===== src/rtl/core/bqf_pkg.sv =====
`timescale 1ns / 1ps

package bqf_pkg;

  localparam int BQF_SAMPLE_WIDTH = 24;
  localparam int BQF_COEF_WIDTH   = 32;

  localparam int BQF_NUM_REGS  = 5;
  localparam int BQF_CFG_IDX_W = 3;
  localparam int BQF_PC_W      = 4;

  // Configuration register indexes, also used to pick a multiplier coefficient.
  typedef enum logic [BQF_CFG_IDX_W-1:0] {
    REG_FB1 = 3'd0,
    REG_FB2 = 3'd1,
    REG_FF0 = 3'd2,
    REG_FF1 = 3'd3,
    REG_FF2 = 3'd4
  } reg_idx_t;

  // Second multiplier operand.
  typedef enum logic [1:0] {
    B_NODE_PREV  = 2'd0,
    B_NODE_PREV2 = 2'd1,
    B_NODE_NEW   = 2'd2,
    B_FB1        = 2'd3
  } bsel_t;

  typedef enum logic [1:0] {
    ACC_HOLD = 2'd0,
    ACC_ADD  = 2'd1,
    ACC_LOAD = 2'd2
  } acc_op_t;

  typedef struct packed {
    reg_idx_t              coef_sel;
    bsel_t                 b_sel;
    acc_op_t               acc_op;
    logic                  node_wr;
    logic                  out_wr;
    logic                  out_zero;
    logic                  jmp_unstable;
    logic [BQF_PC_W-1:0]   jmp_addr;
    logic                  done;
  } ctrl_t;

  localparam ctrl_t CTRL_NOP = '{
    coef_sel:     REG_FB1,
    b_sel:        B_NODE_PREV,
    acc_op:       ACC_HOLD,
    node_wr:      1'b0,
    out_wr:       1'b0,
    out_zero:     1'b0,
    jmp_unstable: 1'b0,
    jmp_addr:     '0,
    done:         1'b0
  };

endpackage


===== src/rtl/core/bqf_seq.sv =====
`timescale 1ns / 1ps

module bqf_seq
  import bqf_pkg::*;
(
  input  logic  clk,
  input  logic  rst,
  input  logic  start,
  input  logic  out_full,
  input  logic  unstable,
  output logic  busy,
  output ctrl_t ctrl
);

  localparam logic [BQF_PC_W-1:0] STEP_SQUARE   = 4'd0;
  localparam logic [BQF_PC_W-1:0] STEP_CHECK    = 4'd1;
  localparam logic [BQF_PC_W-1:0] STEP_FB2      = 4'd2;
  localparam logic [BQF_PC_W-1:0] STEP_FF1      = 4'd3;
  localparam logic [BQF_PC_W-1:0] STEP_NODE     = 4'd4;
  localparam logic [BQF_PC_W-1:0] STEP_FF0      = 4'd5;
  localparam logic [BQF_PC_W-1:0] STEP_SUM      = 4'd6;
  localparam logic [BQF_PC_W-1:0] STEP_OUT      = 4'd7;
  localparam logic [BQF_PC_W-1:0] STEP_BYPASS   = 4'd8;
  localparam logic [BQF_PC_W-1:0] STEP_ZERO_OUT = 4'd9;

  logic [BQF_PC_W-1:0] pc;
  ctrl_t               word;

  // Stable path: each product but fb1 squared is added next step.
  function automatic ctrl_t ucode(input logic [BQF_PC_W-1:0] addr);
    ctrl_t w;
    w = CTRL_NOP;
    case (addr)
      STEP_SQUARE: begin
        w.coef_sel = REG_FB1;
        w.b_sel    = B_FB1;
      end
      STEP_CHECK: begin
        w.jmp_unstable = 1'b1;
        w.jmp_addr     = STEP_BYPASS;
        w.coef_sel     = REG_FB1;
        w.b_sel        = B_NODE_PREV;
      end
      STEP_FB2: begin
        w.acc_op   = ACC_ADD;
        w.coef_sel = REG_FB2;
        w.b_sel    = B_NODE_PREV2;
      end
      STEP_FF1: begin
        w.acc_op   = ACC_ADD;
        w.coef_sel = REG_FF1;
        w.b_sel    = B_NODE_PREV;
      end
      STEP_NODE: begin
        w.node_wr  = 1'b1;
        w.acc_op   = ACC_LOAD;
        w.coef_sel = REG_FF2;
        w.b_sel    = B_NODE_PREV2;
      end
      STEP_FF0: begin
        w.acc_op   = ACC_ADD;
        w.coef_sel = REG_FF0;
        w.b_sel    = B_NODE_NEW;
      end
      STEP_SUM: begin
        w.acc_op = ACC_ADD;
      end
      STEP_OUT: begin
        w.out_wr = 1'b1;
        w.done   = 1'b1;
      end
      STEP_BYPASS: begin
        w.node_wr = 1'b1;
      end
      STEP_ZERO_OUT: begin
        w.out_wr   = 1'b1;
        w.out_zero = 1'b1;
        w.done     = 1'b1;
      end
      default: begin
        w = CTRL_NOP;
      end
    endcase
    return w;
  endfunction

  assign word = ucode(pc);

  // The final step waits while the previous result has not been taken.
  always_comb begin
    if (busy && !(word.done && out_full)) begin
      ctrl = word;
    end else begin
      ctrl = CTRL_NOP;
    end
  end

  always_ff @(posedge clk) begin
    if (rst) begin
      busy <= 1'b0;
      pc   <= STEP_SQUARE;
    end else if (start) begin
      busy <= 1'b1;
      pc   <= STEP_SQUARE;
    end else if (busy && !(word.done && out_full)) begin
      if (ctrl.done) begin
        busy <= 1'b0;
      end
      if (ctrl.jmp_unstable && unstable) begin
        pc <= ctrl.jmp_addr;
      end else begin
        pc <= pc + 1'b1;
      end
    end
  end

endmodule


===== src/rtl/core/bqf_datapath.sv =====
`timescale 1ns / 1ps

module bqf_datapath
  import bqf_pkg::*;
#(
  parameter int SAMPLE_WIDTH = BQF_SAMPLE_WIDTH,
  parameter int COEF_WIDTH   = BQF_COEF_WIDTH
)
(
  input  logic                           clk,
  input  logic                           rst,
  input  logic                           cfg_write,
  input  logic [BQF_CFG_IDX_W-1:0]       cfg_index,
  input  logic [COEF_WIDTH-1:0]          cfg_data,
  input  logic                           load,
  input  logic signed [SAMPLE_WIDTH-1:0] sample_in,
  input  ctrl_t                          ctrl,
  output logic                           unstable,
  output logic signed [SAMPLE_WIDTH-1:0] result
);

  localparam int NW = SAMPLE_WIDTH + 8;
  localparam int CW = COEF_WIDTH;
  localparam int CF = COEF_WIDTH - 4;
  localparam int BW = (NW > CW) ? NW : CW;
  localparam int PW = CW + BW;
  localparam int AW = NW + 5;
  localparam int DW = CW + 4;

  localparam logic signed [CW-1:0]   NEG_ONE = {4'b1111, {CF{1'b0}}};
  localparam logic signed [CW-1:0]   TWO     = {3'b001, {(CW-3){1'b0}}};
  localparam logic signed [CW-1:0]   NEG_TWO = {3'b111, {(CW-3){1'b0}}};
  localparam logic signed [CW+1:0]   ONE_X   = {6'b000001, {CF{1'b0}}};

  logic signed [CW-1:0] coef [BQF_NUM_REGS];

  logic signed [NW-1:0] node_prev;
  logic signed [NW-1:0] node_prev2;
  logic signed [NW-1:0] node_new;
  logic signed [NW-1:0] node_sat;

  logic signed [CW-1:0] mul_a;
  logic signed [BW-1:0] mul_b;
  logic signed [PW-1:0] prod;
  logic signed [PW-1:0] prod_sh;
  logic signed [AW-1:0] prod_term;
  logic signed [AW-1:0] acc;
  logic signed [SAMPLE_WIDTH:0] x_aligned;

  logic signed [CW-1:0] fb1;
  logic signed [CW-1:0] fb2;
  logic signed [DW-1:0] disc;
  logic signed [CW+1:0] a_x;
  logic signed [CW+1:0] b_x;
  logic signed [CW+1:0] lo_margin;
  logic signed [CW+1:0] hi_margin;
  logic                 stable;
  logic signed [SAMPLE_WIDTH-1:0] out_sat;

  always_ff @(posedge clk) begin
    if (rst) begin
      for (int i = 0; i < BQF_NUM_REGS; i++) begin
        coef[i] <= '0;
      end
    end else if (cfg_write && (cfg_index < BQF_CFG_IDX_W'(BQF_NUM_REGS))) begin
      coef[cfg_index] <= cfg_data;
    end
  end

  // Operand selection for the single shared multiplier.
  assign mul_a = coef[ctrl.coef_sel];

  always_comb begin
    case (ctrl.b_sel)
      B_NODE_PREV:  mul_b = BW'(node_prev);
      B_NODE_PREV2: mul_b = BW'(node_prev2);
      B_NODE_NEW:   mul_b = BW'(node_new);
      B_FB1:        mul_b = BW'(coef[REG_FB1]);
      default:      mul_b = '0;
    endcase
  end

  always_ff @(posedge clk) begin
    prod <= PW'(mul_a) * PW'(mul_b);
  end

  // Arithmetic right shift rounds toward minus infinity.
  assign prod_sh   = prod >>> CF;
  assign prod_term = prod_sh[AW-1:0];

  assign x_aligned = {sample_in, 1'b0};

  always_ff @(posedge clk) begin
    if (load) begin
      acc <= AW'(x_aligned);
    end else begin
      case (ctrl.acc_op)
        ACC_ADD:  acc <= acc + prod_term;
        ACC_LOAD: acc <= prod_term;
        default:  acc <= acc;
      endcase
    end
  end

  always_comb begin
    if ((&acc[AW-1:NW-1]) || !(|acc[AW-1:NW-1])) begin
      node_sat = acc[NW-1:0];
    end else begin
      node_sat = acc[AW-1] ? {1'b1, {(NW-1){1'b0}}} : {1'b0, {(NW-1){1'b1}}};
    end
  end

  always_ff @(posedge clk) begin
    if (ctrl.node_wr) begin
      node_new <= node_sat;
    end
  end

  always_ff @(posedge clk) begin
    if (rst) begin
      node_prev  <= '0;
      node_prev2 <= '0;
    end else if (ctrl.done) begin
      node_prev2 <= node_prev;
      node_prev  <= node_new;
    end
  end

  // Stability test on the feedback pair; the square of fb1 sits in prod
  // during the check step.
  assign fb1       = coef[REG_FB1];
  assign fb2       = coef[REG_FB2];
  assign disc      = prod_sh[DW-1:0] + {{2{fb2[CW-1]}}, fb2, 2'b00};
  assign a_x       = {{2{fb1[CW-1]}}, fb1};
  assign b_x       = {{2{fb2[CW-1]}}, fb2};
  assign lo_margin = ONE_X - a_x - b_x;
  assign hi_margin = ONE_X + a_x - b_x;

  always_comb begin
    if (disc[DW-1]) begin
      stable = (fb2 >= NEG_ONE);
    end else begin
      stable = (fb1 <= TWO) && (fb1 >= NEG_TWO) && !lo_margin[CW+1] && !hi_margin[CW+1];
    end
  end

  assign unstable = !stable;

  always_comb begin
    if ((&acc[AW-1:SAMPLE_WIDTH]) || !(|acc[AW-1:SAMPLE_WIDTH])) begin
      out_sat = acc[SAMPLE_WIDTH:1];
    end else begin
      out_sat = acc[AW-1] ? {1'b1, {(SAMPLE_WIDTH-1){1'b0}}}
                          : {1'b0, {(SAMPLE_WIDTH-1){1'b1}}};
    end
  end

  assign result = ctrl.out_zero ? '0 : out_sat;

endmodule


===== src/rtl/core/biquad_iir_filter_top.sv =====
`timescale 1ns / 1ps
// The result register loads at the output step, or at the zero-output step when the
// feedback pair fails the stability test (output forced to zero). Samples are taken
// one at a time: a new sample is accepted only once the microcode program driving
// the one shared multiplier has finished, including any wait of its final step for a
// held-off result. Reset: coefficients and node history cleared, sequencer idle, no
// result pending.

module biquad_iir_filter_top
  import bqf_pkg::*;
#(
  parameter int SAMPLE_WIDTH = BQF_SAMPLE_WIDTH,
  parameter int COEF_WIDTH   = BQF_COEF_WIDTH
)
(
  input  logic                           clk,
  input  logic                           rst,
  input  logic                           in_valid,
  output logic                           in_stall,
  input  logic signed [SAMPLE_WIDTH-1:0] sample_in,
  output logic                           out_valid,
  input  logic                           out_stall,
  output logic signed [SAMPLE_WIDTH-1:0] sample_out,
  input  logic                           cfg_write,
  input  logic [BQF_CFG_IDX_W-1:0]       cfg_index,
  input  logic [COEF_WIDTH-1:0]          cfg_data
);

  logic                           busy;
  logic                           accept;
  logic                           unstable;
  logic signed [SAMPLE_WIDTH-1:0] result;
  ctrl_t                          ctrl;

  assign in_stall = busy;
  assign accept   = in_valid && !busy;

  bqf_seq u_seq (
    .clk      (clk),
    .rst      (rst),
    .start    (accept),
    .out_full (out_valid && out_stall),
    .unstable (unstable),
    .busy     (busy),
    .ctrl     (ctrl)
  );

  bqf_datapath #(
    .SAMPLE_WIDTH (SAMPLE_WIDTH),
    .COEF_WIDTH   (COEF_WIDTH)
  ) u_datapath (
    .clk       (clk),
    .rst       (rst),
    .cfg_write (cfg_write),
    .cfg_index (cfg_index),
    .cfg_data  (cfg_data),
    .load      (accept),
    .sample_in (sample_in),
    .ctrl      (ctrl),
    .unstable  (unstable),
    .result    (result)
  );

  // Output register: holds a finished transaction while the next sample is taken in.
  always_ff @(posedge clk) begin
    if (rst) begin
      out_valid <= 1'b0;
    end else if (ctrl.out_wr) begin
      out_valid <= 1'b1;
    end else if (!out_stall) begin
      out_valid <= 1'b0;
    end
  end

  always_ff @(posedge clk) begin
    if (ctrl.out_wr) begin
      sample_out <= result;
    end
  end

`ifndef SYNTH
  a_no_overwrite: assert property (@(posedge clk) disable iff (rst)
    ctrl.out_wr |-> !(out_valid && out_stall))
    else $error("result register overwritten while a transaction is pending");

  a_accept_busy: assert property (@(posedge clk) disable iff (rst)
    accept |=> busy)
    else $error("sequencer did not start after an accepted transaction");

  a_valid_source: assert property (@(posedge clk) disable iff (rst)
    $rose(out_valid) |-> $past(ctrl.out_wr))
    else $error("output valid raised without a result write");

  a_unstable_zero: assert property (@(posedge clk) disable iff (rst)
    (ctrl.out_wr && ctrl.out_zero) |=> (sample_out == '0))
    else $error("unstable feedback gave a non-zero output");
`endif

endmodule


===== config.mk =====
export PLATFORM = sky130hd
export DESIGN_NAME = biquad_iir_filter_top
export DESIGN_NICKNAME = d
export VERILOG_FILES = /design/src/rtl/core/bqf_pkg.sv /design/src/rtl/core/bqf_seq.sv /design/src/rtl/core/bqf_datapath.sv /design/src/rtl/core/biquad_iir_filter_top.sv
export SDC_FILE = /design/constraint.sdc
export NUM_CORES = 2
export LEC_CHECK = 0
export ABC_AREA = 1
export BUFFER_PORTS_ARGS = -buffer_cell sky130_fd_sc_hd__buf_2
export CORE_MARGIN = 1
export CORE_UTILIZATION = 35
export DETAILED_ROUTE_END_ITERATION = 16
export GPL_ROUTABILITY_DRIVEN = 0
export PLACE_DENSITY = 0.48
export SLEW_MARGIN = 0
export SYNTH_ARGS = -nofsm -noshare
export SYNTH_HDL_FRONTEND = slang
export SYNTH_SLANG_ARGS = --single-unit

===== constraint.sdc =====
create_clock -name clk -period 11.35 [get_ports clk]
set_clock_uncertainty 0.05 [all_clocks]
set_input_delay 1.135 -clock clk [delete_from_list [all_inputs] [get_ports clk]]
set_output_delay 1.135 -clock clk [all_outputs]
set_load 0.02 [all_outputs]

==> results.json <==
{
  "cts_made_buffers": 53,
  "syn-mean-instance-area_um2": 8.83,
  "die_area_um2": 174000,
  "antenna_found_initial": 8,
  "yosys-top-cells-area": "fa_1 36%, edfxtp_1 17%, inv_1 8.5%, ha_1 7.8%, nand2_1 7.8%",
  "slew_violations": 0,
  "dpl_cell_area_um2": 64100,
  "wl_um": 224000,
  "cp_common_cell": "fa_1",
  "synth_async_sr_flop_share_pct": 0,
  "fmax_mhz": 95.5,
  "insertion_delay_ns": 0.66,
  "grt_pass1_wl_um": 331000,
  "grt_use_total_pct": 25.9,
  "cts_num_sinks": 455,
  "cts_setup_buffers": 0,
  "nNetsFinal": 8495,
  "hold_path.class": "flip-flop to flip-flop",
  "grt_pass1_vias": 48600,
  "cts_hold_buf": 0,
  "num_rows": 152,
  "status": "finished, final reports clean",
  "worst-setup-path-type": "flip-flop to flip-flop",
  "multi_input_area_um2": 41600,
  "final_util_pct": 38.4,
  "cp.required_ns": 11.79,
  "synth_cell_types": 60,
  "crit_slowest_cell": "dfxtp_1",
  "synth-compound-area-share_pct": 8.25,
  "relSlewSlack_pct": 30.8,
  "port_buffers": 89,
  "cap_viol_max_count": 0,
  "ioPinCount": 90,
  "wl_per_cell_um": 24.0,
  "worstMarginPinSlew_ns": 1.04,
  "fin_area_um2": 65800,
  "post_cts_resized": 0,
  "overflow": 0,
  "synth_fa_ha_area_share_pct": 43.6,
  "regArea_um2": 12600,
  "diodes": 0,
  "vias": 47500,
  "clk_pin_slew_ns": 0.06,
  "min_period_over_period_pct": 92.2,
  "fillers": 17700,
  "path_max_fanout": 19,
  "grt_setup_unrepaired": "no",
  "worstPathArrival_ns": 10.91,
  "ys_warn_count": 0,
  "die_h_um": 418,
  "yosys.area.top_type_share_pct": 35.8,
  "detail_route.iter0.violations": 4210,
  "synth_xor_area_share_pct": 0.811,
  "cts_tree": "done",
  "die_w_um": 418,
  "synth_top_family_by_area": "adder cells",
  "ys_top_cells_by_count": "1363 x inv_1, 1251 x nand2_1, 1082 x fa_1, 870 x nor2_1, 378 x ha_1",
  "final_antenna_net_count": 0,
  "yosysSeqAreaShare_pct": 20.8,
  "initial_core_util_pct": 35.2,
  "crit_path_start_kind": "flip-flop",
  "h-tree-depth": 2,
  "synth_area_um2": 60500,
  "synthCells": 6847,
  "drive_gt1_share_pct": 6.66,
  "core_area_um2": 172000,
  "synthSimpleGateAreaFrac_pct": 15.5,
  "grt_max_degree": 104,
  "synthMuxAreaShare_pct": 0.0166,
  "period_needed_ns": 10.47,
  "clock-root-buffer": "clkbuf_16",
  "post-dp-hpwl_um": 180000,
  "hold_viol_final": 0,
  "tns_ns": 0,
  "areaGrowthSynthToFinish_pct": 8.87,
  "dr.pass1.iters": 6,
  "vias_per_cell": 5.10,
  "drc": 0,
  "synth.largest_area_cell": "fa_1",
  "synth_edf_count": 348,
  "finalSetupViolations": 0,
  "crit_path_end_kind": "flip-flop",
  "yosys_register_bits": 455,
  "synth_most_common_cell": "inv_1",
  "slowest_delay_ns": 0.78,
  "cts_buffer_depth": 3,
  "synth-main-ff-cell": "edfxtp_1"
}
==> per-layer routing <==
layer | wire length [µm] | track usage [%] | vias to the layer above
met1 | 99600 | 37.1 | 24300
met4 | 8050 | 7.95 | 2
met5 | 13 | 0 | -
met2 | 99700 | 40.5 | 1793
li1 | - | - | 21100
met3 | 16100 | 3.66 | 293
==> registers in the layout, summed over array words and instances (netlist names), 4 cells and up <==
| signal | flops |
|---|---|
| sample_out | 24 |
| u_seq.pc | 4 |
| u_datapath.node_prev | 32 |
| u_datapath.node_new | 32 |
| u_datapath.node_prev2 | 32 |
| u_datapath.prod | 36 |
| u_datapath.acc | 37 |
| u_datapath.coef | 256 |
==> layout make-up <==
class                           count  share of cell area [%]
Timing Repair Buffer              237                    2.46
Sequential cell                   455                    19.1
Clock buffer                       66                    2.10
Inverter                         1420                    8.10
Clock inverter                     33                   0.551
Tap cell                         2310                    4.39
Multi-Input combinational cell   4804                    63.3
==> worst paths after layout <==
| kind | startpoint | endpoint | slack (ns) | cells after the start |
|---|---|---|---|---|
| hold reg to reg | u_datapath.node_prev2[8]$_SDFFE_PP0P_ | u_datapath.node_prev2[8]$_SDFFE_PP0P_ | 0.40 | 2 |
| setup reg to reg | u_seq.busy$_SDFFE_PP0P_ | u_datapath.prod[55]$_DFF_P_ | 0.88 | 32 |
| hold / removal | u_datapath.node_prev2[8]$_SDFFE_PP0P_ | u_datapath.node_prev2[8]$_SDFFE_PP0P_ | 0.40 | 2 |
| setup / recovery | u_seq.busy$_SDFFE_PP0P_ | u_datapath.prod[55]$_DFF_P_ | 0.88 | 32 |
==> kinds of logic (layout without fill, tap and decap cells) <==
family                     after synthesis  after routing
buffers and inverters                 1683           1756
AOI/OAI and AO/OA                      835            835
adders and majority gates             1460           1460
muxes                                    1              1
DFF                                    455            455
other                                    1             96
and+or+nand+nor                       2356           2356
xor gates and xnor gates                56             56
==> critical path, delay by kind of cell, from the launching register on <==
kind | cells | cell delay [ns]
compound gates | 9 | 1.41
xor+xnor | 1 | 0.50
fa+ha+maj | 9 | 4.70
buf+inv | 8 | 1.99
flops | 1 | 0.78
simple gates | 5 | 0.84
==> layout by cell type, fill, tap and decap left out, types with 9 or more instances in the layout <==
| master | n |
|---|---|
| inv_1 | 1363 |
| nand2_1 | 1250 |
| fa_1 | 1082 |
| nor2_1 | 870 |
| ha_1 | 378 |
| edfxtp_1 | 348 |
| a21oi_1 | 331 |
| o21ai_0 | 242 |
| buf_4 | 143 |
| nand3_1 | 116 |
| dfxtp_1 | 107 |
| conb_1 | 96 |
| buf_2 | 89 |
| clkbuf_16 | 53 |
| inv_2 | 50 |
| o21ai_1 | 47 |
| o211ai_1 | 38 |
| xor2_1 | 38 |
| a32o_1 | 29 |
| o21ai_2 | 29 |
| nand4_1 | 26 |
| o21ai_4 | 21 |
| nor4_1 | 21 |
| xnor2_1 | 18 |
| a22oi_1 | 17 |
| nor3_1 | 17 |
| o21a_1 | 17 |
| nor2_2 | 16 |
| clkinv_1 | 15 |
| nand2_2 | 13 |
| o221ai_1 | 12 |
| a31oi_1 | 12 |
| clkbuf_1 | 12 |
| clkinv_2 | 11 |
| a211oi_1 | 9 |
==> metrics by stage <==
step / hold slack, ns / worst slack [ns] / instances
6_report: 0.404 / 0.883 / 9325
2_1_floorplan: 0.379 / 2.12 / 6942
3_5_place_dp: 0.396 / 0.610 / 9226
4_1_cts: 0.405 / 1.08 / 9325
5_1_grt: 0.428 / 0.512 / 9325
3_3_place_gp: 0.388 / 0.545 / 9226
Power is left out: the tool's default activity adds up to more than one toggle a clock period on the data nets, which glitch-free logic cannot reach.
